File: src/rtl/core/cbc_pkg.sv
// ----------------------------------------------------------------------------
// cbc_pkg
// Shared types, constants and the colour classifier for the blob centroid core.
// ----------------------------------------------------------------------------
package cbc_pkg;

	localparam int DEF_MAX_COLS = 2048;
	localparam int DEF_MAX_ROWS = 2048;

	localparam int NUM_CLASS  = 5;
	localparam int COUNT_W    = 23;
	localparam int SUM_W      = 33;
	localparam int COORD_W    = 11;
	localparam int REM_W      = COUNT_W + 1;
	localparam int DIV_STEPS  = SUM_W;
	localparam int CNT_W      = 6;
	localparam int RAD_W      = 11;
	localparam int LIM_W      = 30;
	localparam int SQ_W       = 2 * RAD_W;
	localparam int PROD_W     = SQ_W + 9;

	localparam logic [COUNT_W-1:0] COUNT_MAX = '1;
	localparam logic [SUM_W-1:0]   SUM_MAX   = '1;
	localparam logic [COORD_W-1:0] COORD_MAX = '1;
	localparam logic [CNT_W-1:0]   DIV_LAST  = CNT_W'(DIV_STEPS - 1);

	typedef enum logic [2:0] {
		CLS_RED    = 3'd0,
		CLS_BLUE   = 3'd1,
		CLS_GREEN  = 3'd2,
		CLS_YELLOW = 3'd3,
		CLS_PINK   = 3'd4
	} cls_t;

	typedef struct packed {
		logic [10:0] pixel_x;
		logic [10:0] pixel_y;
		logic [7:0]  blue;
		logic [7:0]  green;
		logic [7:0]  red;
		logic        end_of_frame;
	} pixel_t;

	typedef struct packed {
		logic [2:0]  color_class;
		logic [10:0] center_x;
		logic [10:0] center_y;
		logic [10:0] radius;
		logic [22:0] pixel_count;
		logic        class_empty;
		logic        last_result;
	} result_t;

	typedef struct packed {
		logic       accum;
		logic       load;
		logic       step;
		logic       clear;
		logic [2:0] idx;
	} cmd_t;

	// first matching box wins, hit low when no box fits
	function automatic logic [3:0] classify(input logic [7:0] b, input logic [7:0] g,
			input logic [7:0] r);
		logic [3:0] res;
		res = {1'b0, CLS_RED};
		if (b < 8'd60 && g < 8'd60 && r > 8'd150) res = {1'b1, CLS_RED};
		else if (b > 8'd100 && g < 8'd65 && r < 8'd65) res = {1'b1, CLS_BLUE};
		else if (b < 8'd50 && g > 8'd100 && r < 8'd50) res = {1'b1, CLS_GREEN};
		else if (b < 8'd60 && g > 8'd150 && r > 8'd150) res = {1'b1, CLS_YELLOW};
		else if (b > 8'd200 && g < 8'd180 && r > 8'd200) res = {1'b1, CLS_PINK};
		return res;
	endfunction

endpackage

File: src/rtl/core/cbc_ctrl.sv
// ----------------------------------------------------------------------------
// cbc_ctrl
// Sequencer: pixel intake, per-class divide phase and result hand-off.
// ----------------------------------------------------------------------------
module cbc_ctrl (
	input  logic         clk,
	input  logic         arst_n,
	input  logic         pixel_valid,
	input  logic         end_of_frame,
	input  logic         result_stall,
	output logic         idle,
	output logic         result_valid,
	output cbc_pkg::cmd_t cmd
);
	import cbc_pkg::*;

	typedef enum logic [3:0] {
		S_IDLE = 4'b0001,
		S_LOAD = 4'b0010,
		S_DIV  = 4'b0100,
		S_OUT  = 4'b1000
	} state_t;

	state_t           state_q;
	logic [CNT_W-1:0] cnt_q;
	logic [2:0]       idx_q;
	logic             accept;
	logic             out_xfer;
	logic             last_cls;

	assign idle         = (state_q == S_IDLE);
	assign result_valid = (state_q == S_OUT);
	assign accept       = idle && pixel_valid;
	assign out_xfer     = result_valid && !result_stall;
	assign last_cls     = (idx_q == 3'(CLS_PINK));

	assign cmd.accum = accept;
	assign cmd.load  = (state_q == S_LOAD);
	assign cmd.step  = (state_q == S_DIV);
	assign cmd.clear = out_xfer && last_cls;
	assign cmd.idx   = idx_q;

	always_ff @(posedge clk or negedge arst_n) begin
		if (!arst_n) begin
			state_q <= S_IDLE;
			cnt_q   <= '0;
			idx_q   <= '0;
		end else begin
			case (state_q)
				S_IDLE: begin
					if (accept && end_of_frame) begin
						idx_q   <= '0;
						state_q <= S_LOAD;
					end
				end
				S_LOAD: begin
					cnt_q   <= '0;
					state_q <= S_DIV;
				end
				S_DIV: begin
					if (cnt_q == DIV_LAST) state_q <= S_OUT;
					else cnt_q <= cnt_q + 1'b1;
				end
				S_OUT: begin
					if (out_xfer) begin
						if (last_cls) state_q <= S_IDLE;
						else begin
							idx_q   <= idx_q + 1'b1;
							state_q <= S_LOAD;
						end
					end
				end
				default: state_q <= S_IDLE;
			endcase
		end
	end

	// results only after a full divide run
	a_out_after_div: assert property (@(posedge clk) disable iff (!arst_n)
		(state_q == S_OUT) |-> (cnt_q == DIV_LAST))
		else $error("result shown before divide finished");

	a_clear_last: assert property (@(posedge clk) disable iff (!arst_n)
		cmd.clear |=> (state_q == S_IDLE))
		else $error("accumulators cleared outside the final transfer");

	a_load_div: assert property (@(posedge clk) disable iff (!arst_n)
		(state_q == S_LOAD) |=> (state_q == S_DIV && cnt_q == '0))
		else $error("divide not started after load");

	a_idx_range: assert property (@(posedge clk) disable iff (!arst_n)
		!idle |-> (idx_q <= 3'(CLS_PINK)))
		else $error("class index out of range");

endmodule

File: src/rtl/core/cbc_dp.sv
// ----------------------------------------------------------------------------
// cbc_dp
// Accumulators, restoring dividers for the centres and bitwise radius search.
// ----------------------------------------------------------------------------
module cbc_dp #(
	parameter int MAX_COLS = cbc_pkg::DEF_MAX_COLS,
	parameter int MAX_ROWS = cbc_pkg::DEF_MAX_ROWS
) (
	input  logic             clk,
	input  logic             arst_n,
	input  cbc_pkg::cmd_t    cmd,
	input  cbc_pkg::pixel_t  pixel,
	output cbc_pkg::result_t result
);
	import cbc_pkg::*;

	localparam int LIM_CMP_W = 14;

	logic [COUNT_W-1:0] cnt_q  [NUM_CLASS];
	logic [SUM_W-1:0]   sumx_q [NUM_CLASS];
	logic [SUM_W-1:0]   sumy_q [NUM_CLASS];

	logic [3:0]         cls_hit;
	logic [2:0]         rd_idx;
	logic               in_frame;
	logic [SUM_W:0]     addx;
	logic [SUM_W:0]     addy;

	logic [COUNT_W-1:0] n_q;
	logic [REM_W-1:0]   remx_q, remy_q;
	logic [SUM_W-1:0]   qx_q, qy_q;
	logic [REM_W-1:0]   tx, ty;
	logic               gex, gey;

	logic [LIM_W-1:0]   lim_q;
	logic [SQ_W-1:0]    sq_q;
	logic [RAD_W-1:0]   r_q, rmask_q, rtry;
	logic               rph_q;
	logic [PROD_W-1:0]  prod;

	assign cls_hit  = classify(pixel.blue, pixel.green, pixel.red);
	assign in_frame = ({3'b0, pixel.pixel_x} < LIM_CMP_W'(MAX_COLS)) &&
		({3'b0, pixel.pixel_y} < LIM_CMP_W'(MAX_ROWS));
	assign rd_idx   = cmd.accum ? cls_hit[2:0] : cmd.idx;
	assign addx     = {1'b0, sumx_q[rd_idx]} + (SUM_W+1)'(pixel.pixel_x);
	assign addy     = {1'b0, sumy_q[rd_idx]} + (SUM_W+1)'(pixel.pixel_y);

	always_ff @(posedge clk or negedge arst_n) begin
		if (!arst_n) begin
			for (int i = 0; i < NUM_CLASS; i++) begin
				cnt_q[i]  <= '0;
				sumx_q[i] <= '0;
				sumy_q[i] <= '0;
			end
		end else if (cmd.clear) begin
			for (int i = 0; i < NUM_CLASS; i++) begin
				cnt_q[i]  <= '0;
				sumx_q[i] <= '0;
				sumy_q[i] <= '0;
			end
		end else if (cmd.accum && in_frame && cls_hit[3] && cnt_q[rd_idx] != COUNT_MAX) begin
			cnt_q[rd_idx]  <= cnt_q[rd_idx] + 1'b1;
			sumx_q[rd_idx] <= addx[SUM_W] ? SUM_MAX : addx[SUM_W-1:0];
			sumy_q[rd_idx] <= addy[SUM_W] ? SUM_MAX : addy[SUM_W-1:0];
		end
	end

	// one quotient bit per cycle
	assign tx   = {remx_q[REM_W-2:0], qx_q[SUM_W-1]};
	assign ty   = {remy_q[REM_W-2:0], qy_q[SUM_W-1]};
	assign gex  = tx >= {1'b0, n_q};
	assign gey  = ty >= {1'b0, n_q};
	assign rtry = r_q | rmask_q;
	assign prod = PROD_W'(sq_q) * PROD_W'(314);

	always_ff @(posedge clk) begin
		if (cmd.load) begin
			n_q     <= cnt_q[rd_idx];
			qx_q    <= sumx_q[rd_idx];
			qy_q    <= sumy_q[rd_idx];
			remx_q  <= '0;
			remy_q  <= '0;
			lim_q   <= LIM_W'(cnt_q[rd_idx]) * LIM_W'(100);
			r_q     <= '0;
			rmask_q <= {1'b1, {(RAD_W-1){1'b0}}};
			rph_q   <= 1'b0;
			sq_q    <= '0;
		end else if (cmd.step) begin
			remx_q <= gex ? tx - {1'b0, n_q} : tx;
			remy_q <= gey ? ty - {1'b0, n_q} : ty;
			qx_q   <= {qx_q[SUM_W-2:0], gex};
			qy_q   <= {qy_q[SUM_W-2:0], gey};
			// radius: square on one cycle, scale and compare on the next
			if (rmask_q != '0) begin
				if (!rph_q) begin
					sq_q  <= SQ_W'(rtry) * SQ_W'(rtry);
					rph_q <= 1'b1;
				end else begin
					if (prod <= PROD_W'(lim_q)) r_q <= rtry;
					rmask_q <= rmask_q >> 1;
					rph_q   <= 1'b0;
				end
			end
		end
	end

	logic empty;
	assign empty = (n_q == '0);

	always_comb begin
		result.color_class = cmd.idx;
		result.center_x    = empty ? '0 :
			((|qx_q[SUM_W-1:COORD_W]) ? COORD_MAX : qx_q[COORD_W-1:0]);
		result.center_y    = empty ? '0 :
			((|qy_q[SUM_W-1:COORD_W]) ? COORD_MAX : qy_q[COORD_W-1:0]);
		result.radius      = empty ? '0 : r_q;
		result.pixel_count = n_q;
		result.class_empty = empty;
		result.last_result = (cmd.idx == 3'(CLS_PINK));
	end

endmodule

File: src/rtl/core/color_blob_centroid_core.sv
// Operation: a non-final pixel is accumulated when accepted; the final
// pixel of a frame starts five result rounds (load, 33-step divide, output).
// Throughput: 1 pixel per cycle inside a frame; at the frame end, pixel_stall
// stays high through all rounds; one bit-serial divider is shared over classes.
// Reset: asynchronous, clears sequencer state and all class accumulators.
// ----------------------------------------------------------------------------
// color_blob_centroid_core
// Colour box classifier with per-class centroid and radius reporting.
// ----------------------------------------------------------------------------
module color_blob_centroid_core #(
	parameter int MAX_COLS = cbc_pkg::DEF_MAX_COLS,
	parameter int MAX_ROWS = cbc_pkg::DEF_MAX_ROWS
) (
	input  logic             clk,
	input  logic             arst_n,
	input  logic             pixel_valid,
	output logic             pixel_stall,
	input  cbc_pkg::pixel_t  pixel,
	output logic             result_valid,
	input  logic             result_stall,
	output cbc_pkg::result_t result
);
	import cbc_pkg::*;

	cmd_t cmd;
	logic idle;

	assign pixel_stall = !idle;

	cbc_ctrl u_ctrl (
		.clk          (clk),
		.arst_n       (arst_n),
		.pixel_valid  (pixel_valid),
		.end_of_frame (pixel.end_of_frame),
		.result_stall (result_stall),
		.idle         (idle),
		.result_valid (result_valid),
		.cmd          (cmd)
	);

	cbc_dp #(
		.MAX_COLS (MAX_COLS),
		.MAX_ROWS (MAX_ROWS)
	) u_dp (
		.clk    (clk),
		.arst_n (arst_n),
		.cmd    (cmd),
		.pixel  (pixel),
		.result (result)
	);

endmodule

File: config.mk
export PLATFORM = sky130hd
export DESIGN_NAME = color_blob_centroid_core
export DESIGN_NICKNAME = d
export VERILOG_FILES = /design/src/rtl/core/cbc_pkg.sv /design/src/rtl/core/cbc_ctrl.sv /design/src/rtl/core/cbc_dp.sv /design/src/rtl/core/color_blob_centroid_core.sv
export SDC_FILE = /design/constraint.sdc
export NUM_CORES = 2
export LEC_CHECK = 0
export BUFFER_PORTS_ARGS = -buffer_cell sky130_fd_sc_hd__buf_2
export CORE_MARGIN = 1
export CORE_UTILIZATION = 58
export CTS_CLUSTER_DIAMETER = 200
export DETAILED_ROUTE_END_ITERATION = 8
export PLACE_DENSITY = 0.86
export RECOVER_POWER = 100
export SLEW_MARGIN = 15
export SYNTH_ARGS = -nofsm -noshare
export SYNTH_HDL_FRONTEND = slang
export SYNTH_HIERARCHICAL = 1
export SYNTH_SLANG_ARGS = --single-unit
File: constraint.sdc
create_clock -name clk -period 6.96 [get_ports clk]
set_input_delay 1.392 -clock clk [delete_from_list [all_inputs] [get_ports clk]]
set_output_delay 1.392 -clock clk [all_outputs]
set_load 0.02 [all_outputs]
== Word-level counts from Yosys, hierarchy flattened ==
Cells that the tools add are included.
Word-level totals
  flip-flop bits (word level): 666
  input port bits: 51
  output and inout bits: 63
  word-level logic and storage cells: 157
Operators by class
  add/sub/neg operators: 7
  $mul: 3
  order comparisons: 18
  equal/unequal tests: 12
  mux-type cells: 53
  bitwise logic cells: 3
  reductions and logical operators: 33
Operators by type and width (number)
  2-to-1 mux 165 bit: 4
  2-to-1 mux 33 bit: 11
  bitwise mux 165 bit: 2
  2-to-1 mux 115 bit: 2
  binary-select mux 33 bit (select 3 bit): 2
  bitwise mux 115 bit: 1
  2-to-1 mux 23 bit: 5
  demux 33 bit (select 3 bit): 1
  binary-select mux 23 bit (select 3 bit): 1
  demux 23 bit (select 3 bit): 1
  adder 33 x 11 -> 34 bit: 2
  2-to-1 mux 11 bit: 5
  >= comparator 24 x 23 -> 1 bit: 2
  subtractor 23 bit: 2
  OR reduction 22 bit: 2
  greater-than comparator 8 bit (second input constant): 4
  < comparator 8 x 6 -> 1 bit (second input constant): 4
  2-to-1 mux 4 bit: 8
  less-or-equal comparator 31 x 30 -> 1 bit: 1
  multiplier 22 x 8 -> 30 bit (second input constant): 1
  multiplier 23 x 5 -> 28 bit (second input constant): 1
  adder 23 x 1 -> 23 bit (second input constant): 1
  logical NOT 23 bit: 1
  inequality test 23 bit (second input constant): 1
  33 further kinds: 64

== Depth between registers and ports, before layout ==
  depth in word-level cells: 18
  gate-level depth with buffers: 33
  depth with buffers taken out: 27

== By module ==
The synthesis kept the hierarchy.
By module, submodules not included
  cbc_dp: instances 1, cells each 4479, area an instance 42276.8 um2, seq. area each 16360.7 um2
  cbc_ctrl: instances 1, cells each 78, area an instance 753.2 um2, seq. area each 326.6 um2
  color_blob_centroid_core: instances 1, cells each 1, area an instance 3.8 um2, seq. area each 0.0 um2

== Worst setup path after synthesis ==
OpenSTA, ideal clock, no wires.
  path type: input port to flip-flop
  start point: input pixel[11] (netlist name)
  end point: register u_dp.lim_q[29], data pin
  setup time: 0.260 ns
  arrival: 7.393 ns
  setup slack: -0.692 ns
  stages on the path: 28
  path buffers: 8
  cells stage by stage: or4_4 -> o31ai_4 -> and3_1 -> buf_4 -> o21ai_4 -> buf_6 -> buf_6 -> buf_6 -> buf_6 -> clkbuf_1 -> buf_2 -> clkbuf_1 -> mux2i_1 -> o22ai_1 -> ha_1 -> ha_1 -> fa_1 -> ha_1 -> o21ai_0 -> a21oi_1 -> o41ai_1 -> o21bai_1 -> o21ai_0 -> o21ai_0 -> a211o_1 -> a31o_2 -> a21oi_1 -> xnor2_1
Between the ends
  longest elaborated chain between the ends: 14
  elaborated cells on any way between the ends: 26
Ends and longest elaborated chain
  start, declared: line color_blob_centroid_core.sv:18  | input cbc_pkg::pixel_t pixel,
  < comparator 8 bit: line cbc_pkg.sv:71  | else if (b > 8'd200 && g < 8'd180 && r > 8'd200) res = {1'b1, CLS_PINK};
  logical AND 1 bit (2 in a row): line cbc_pkg.sv:71
  2-to-1 mux 4 bit: line cbc_pkg.sv:71
  2-to-1 mux 4 bit: line cbc_pkg.sv:70  | else if (b < 8'd60 && g > 8'd150 && r > 8'd150) res = {1'b1, CLS_YELLOW};
  2-to-1 mux 4 bit: line cbc_pkg.sv:69  | else if (b < 8'd50 && g > 8'd100 && r < 8'd50) res = {1'b1, CLS_GREEN};
  2-to-1 mux 4 bit: line cbc_pkg.sv:68  | else if (b > 8'd100 && g < 8'd65 && r < 8'd65) res = {1'b1, CLS_BLUE};
  2-to-1 mux 4 bit (*): line cbc_pkg.sv:67  | if (b < 8'd60 && g < 8'd60 && r > 8'd150) res = {1'b1, CLS_RED};
  2-to-1 mux 3 bit (*): line cbc_dp.sv:44  | assign rd_idx = cmd.accum ? cls_hit[2:0] : cmd.idx;
  inverter 3 -> 4 bit (implied by the code) (*): line cbc_dp.sv:83  | lim_q <= LIM_W'(cnt_q[rd_idx]) * LIM_W'(100);
  binary-select mux 23 bit (select 3 bit) (*): line cbc_dp.sv:83
  2-to-1 mux 23 bit (implied by the code) (*) (2 in a row): line cbc_dp.sv:83
  multiplier 23 x 5 -> 28 bit (*): line cbc_dp.sv:83
  end signal, assigned: line cbc_dp.sv:83
  end, declared: line cbc_dp.sv:35  | logic [LIM_W-1:0] lim_q;
Every way passes the cells marked *; elsewhere a longest branch is shown, timed or not. The select of a mux whose other input is x is not followed.
A chain may end at the register's enable or synchronous reset.

== Worst setup path after layout ==
  start point: input pixel[24] (netlist name)
  end point: register u_dp/sumx_q[18] (netlist name)
Between the ends
  longest elaborated chain between the ends: 18
  elaborated cells on any way between the ends: 41
Ends and longest elaborated chain
  greater-than comparator 8 bit: line cbc_pkg.sv:71
  logical AND 1 bit (2 in a row): line cbc_pkg.sv:71
  2-to-1 mux 4 bit: line cbc_pkg.sv:71
  2-to-1 mux 4 bit: line cbc_pkg.sv:70
  2-to-1 mux 4 bit: line cbc_pkg.sv:69
  2-to-1 mux 4 bit: line cbc_pkg.sv:68
  2-to-1 mux 4 bit (*): line cbc_pkg.sv:67
  2-to-1 mux 3 bit: line cbc_dp.sv:44
  inverter 3 -> 4 bit: line cbc_dp.sv:45, cbc_dp.sv:61, cbc_dp.sv:63
  binary-select mux 33 bit (select 3 bit): line cbc_dp.sv:45  | assign addx = {1'b0, sumx_q[rd_idx]} + (SUM_W+1)'(pixel.pixel_x);
  2-to-1 mux 33 bit (implied by the code) (2 in a row): line cbc_dp.sv:45
  adder 33 x 11 -> 34 bit: line cbc_dp.sv:45
  2-to-1 mux 33 bit: line cbc_dp.sv:63  | sumx_q[rd_idx] <= addx[SUM_W] ? SUM_MAX : addx[SUM_W-1:0];
  bitwise mux 165 bit: line cbc_dp.sv:63
  2-to-1 mux 165 bit: line cbc_dp.sv:61  | end else if (cmd.accum && in_frame && cls_hit[3] && cnt_q[rd_idx] != COUNT_MAX) begin
  2-to-1 mux 165 bit: line cbc_dp.sv:55  | end else if (cmd.clear) begin
  end signal, assigned by index: line cbc_dp.sv:63
  end, declared: line cbc_dp.sv:20  | logic [SUM_W-1:0] sumx_q [NUM_CLASS];
Marked as above.

==> flow_summary.ini <==
[synthesis]
ys.flop_type = dfrtp_1
synth_nets = 5047
synthCells = 4558
ys_top_cells_by_count = nand2_1 (560), dfrtp_1 (457), inv_1 (375), nor2_1 (336), ha_1 (301)
synth_cell_types = 111
synth_most_common_cell = nand2_1
yosysWarnings = 6
yosys.area.top_type = dfrtp_1
async_flop_share_pct = 69.18
synth-seq-area-share_pct = 38.78
synth_area_mm2 = 0.04303
synth-edff-count = 114
ys_ff_latch = 662
syn_avg_cell_area_um2 = 9.441
yosysTopAreaCellShare_pct = 26.57
ys_top_cells_by_area = dfrtp_1 (27%), ha_1 (8.8%), edfxtp_1 (8.0%), fa_1 (6.4%), nand2_1 (4.9%)

[timing]
setup-violations-final = 0
tightest_slew_ns = 5.163
maxSlewHeadroom_pct = -244.2
rsz0062_at_grt = false
slew_violations = 346
hold_viol = 0
fin_crit_ns = 6.929
finalCritPeriodShare_pct = 99.55
max_freq_ghz = 0.1443
whs_ns = 0.4760
fin_skew_ns = 0.02384

[die]
dieArea_mm2 = 0.07529
die_y_um = 274.4
coreArea_mm2 = 0.07321
io_pins = 114
row_count = 99
die_x_um = 274.4
initial_core_util_pct = 58.78

[setup_path]
required_ns = 7.53
critPathBufInv = 4
cpMaxStageDelayCell = clkbuf_1
endpoint_kind = flop
r2r_setup_slack_ns = 0.22
worstSetupPathType = input pin to flop
cp_top_family = simple AND/OR/NAND/NOR gates
critPathArrivalTime_ns = 7.50
path_cells = clkbuf_1 -> or4_1 -> a211oi_2 -> nand4_1 -> buf_4 -> nand2_2 -> clkbuf_1 -> o21ai_0 -> o211ai_1 -> nand4b_1 -> or3_1 -> or3_1 -> clkbuf_2 -> nand2_1 -> a22o_1
startpoint_type = input pin
path_max_fanout = 25
slowest_delay_ns = 1.46

[detailed_routing]
drc_errors = 10
wl_per_cell_um = 22.11
dr.pass1.iters = 9
vias_per_cell = 6.549
ant_nets = 0
totalWireLength_um = 126300
drt_iter0_markers = 4279
vias = 37404

[clock_tree]
clock_path_buffers = 3
cts_tree = yes
cts_hold_buf = 0
clock_latency_ns = 0.64
ctsRootBufferMaster = clkbuf_16
clock-sinks = 662
htree_levels = 3
clkTransAtPathRegs_ns = 0.06
cts_buffers = 72

[grt]
grt.total_usage_pct = 33.62
grt_pass1_wl_um = 201200
overflow = 0
antenna_found_initial = 2
grt_pass1_vias = 37734
grt_max_degree = 154

[flow_run]
cap_violations = 7

[power_and_ir_drop]
swShare_pct = 32.69
combPwrFrac_pct = 26.1
p_total_mw = 11.52
p_sw_mw = 3.766
p_int_mw = 7.756
leakage_nw = 22.48
seqPwrFrac_pct = 38.8
clockPowerShare_pct = 35.1
cellPowerDensity_mw_per_mm2 = 241.0
ir_worst_vdd_mv = 0.2113

[layout]
fin_util_pct = 65.30
drive_gt1_share_pct = 10.73
fin_nets = 5182
areaGrowthSynthToFinish_pct = 11.09

[status]
violations = design-rule violations, max-capacitance violations, max-slew violations
run_status = finished with violations

[place]
io_buffers = 113
place.gp.congestion = 0.9671
hpwlAfterDp_um = 84090

[min_path]
min_path_type = flop to flop
[stage by stage]
stage               cells  cell area [µm²]  setup TNS (ns)  worst slack, ns
floorplan            4558            43240         -0.3706          -0.1713
global placement     5575            45710               0           0.1112
detailed placement   5575            45710        -0.01832        -0.006664
CTS                  5707            48220               0           0.1657
global route         5710            47800               0          0.01565
finish               5711            47810               0          0.03108
[power by group through the flow]
stage	Sequential, mW	Clock, mW	Combinational (mW)
after floorplan	4.47	0	2.10
after global placement	4.50	0	2.83
after detailed placement	4.52	0	2.93
after CTS	4.45	4.07	2.98
after global routing	4.49	4.22	3.29
final	4.47	4.05	3.00
[cells in the final DEF (no fill, tap or decap), types with 20 or more instances in the layout]
cell type | Yosys | routed
buf_12 | 0 | 20
a31oi_1 | 37 | 36
o21ai_0 | 181 | 299
mux2_2 | 59 | 57
nand2b_1 | 20 | 20
dfxtp_1 | 90 | 88
or3_1 | 22 | 21
a21o_1 | 51 | 51
clkbuf_16 | 0 | 80
dfrtp_1 | 457 | 457
nor4_1 | 33 | 33
o211ai_1 | 36 | 36
o22ai_1 | 22 | 21
a22o_1 | 233 | 233
ha_1 | 301 | 297
buf_4 | 14 | 137
fa_1 | 137 | 137
buf_2 | 63 | 53
a21oi_1 | 221 | 219
nand3_1 | 95 | 90
nor3_1 | 60 | 60
a211oi_1 | 45 | 45
a32o_1 | 21 | 21
inv_1 | 375 | 373
edfxtp_1 | 114 | 114
o21ai_1 | 157 | 37
xor2_1 | 37 | 37
xnor2_1 | 115 | 115
nor2_1 | 336 | 334
clkbuf_1 | 148 | 100
a221oi_1 | 20 | 22
and3_1 | 23 | 23
nand2_1 | 560 | 560
nor2b_1 | 22 | 22
nand4_1 | 42 | 43
mux2i_1 | 52 | 51
[worst min-delay path, delay by kind of cell (launching register included)]
kind	cells	cell delay, ns
AOI/OAI and AO/OA	1	0.06
DFF	1	0.34
and+or+nand+nor	1	0.05
[metal layers]
layer  routed length [µm]  global-route usage, %  vias up
met3                13080                  7.540      494
met4                 6994                  17.89        2
met1                47290                  41.68    18216
li1                     -                      -    16455
met2                58910                  54.76     2237
met5                   20                      0        -
[final timing paths]
| path | from | cells past startpoint | endpoint |
|---|---|---|---|
| min in group asynchronous | arst_n | 1 | u_dp/sumx_q[103]$_DFFE_PN0P_ |
| setup / recovery | pixel[24] | 15 | u_dp/sumx_q[18]$_DFFE_PN0P_ |
| setup reg to reg | u_ctrl/state_q[0]$_DFFE_PN1P_ | 16 | u_dp/sumx_q[18]$_DFFE_PN0P_ |
| hold / removal | u_dp/sumy_q[116]$_DFFE_PN0P_ | 2 | u_dp/sumy_q[116]$_DFFE_PN0P_ |
| hold reg to reg | u_dp/sumy_q[116]$_DFFE_PN0P_ | 2 | u_dp/sumy_q[116]$_DFFE_PN0P_ |
| max in group asynchronous | arst_n | 2 | u_dp/sumx_q[156]$_DFFE_PN0P_ |
[logic make-up after synthesis]
group | Yosys count | synth area share, %
mux | 112 | 2.780
flops | 662 | 38.78
fa+ha+maj | 438 | 15.12
buf+inv | 633 | 6.048
compound gates | 1239 | 20.10
xor+xnor | 152 | 3.094
simple gates | 1322 | 14.08
[sequential cells by signal, indices dropped and copies added, names as in the netlist]
name            count
u_ctrl/cnt_q        6
u_ctrl/idx_q        3
u_ctrl/state_q      4
u_dp/cnt_q        115
u_dp/lim_q         25
u_dp/n_q           23
u_dp/qx_q          33
u_dp/qy_q          33
u_dp/r_q           11
u_dp/remx_q        23
u_dp/remy_q        23
u_dp/rmask_q       11
u_dp/rph_q          1
u_dp/sq_q          21
u_dp/sumx_q       165
u_dp/sumy_q       165
[final cells by class]
type                       instances  area (µm²)
fill                            5535       25400
multi-input combinational       3263       23830
sequential                       662       16690
clock buffer                     104        2222
timing repair buffer             316        2157
inverter                         378        1420
tap                              959        1200
clock inverter                    28       285.3
antenna                            1       2.502
[repair_timing]
action / CTS / global route
endpoints found under the hold margin: 0 / 0
gates resized for setup: 0 / 10
buffers inserted: 0 / 3
setup endpoints to repair: 0 / 34
(Power assumes the default switching activity.)
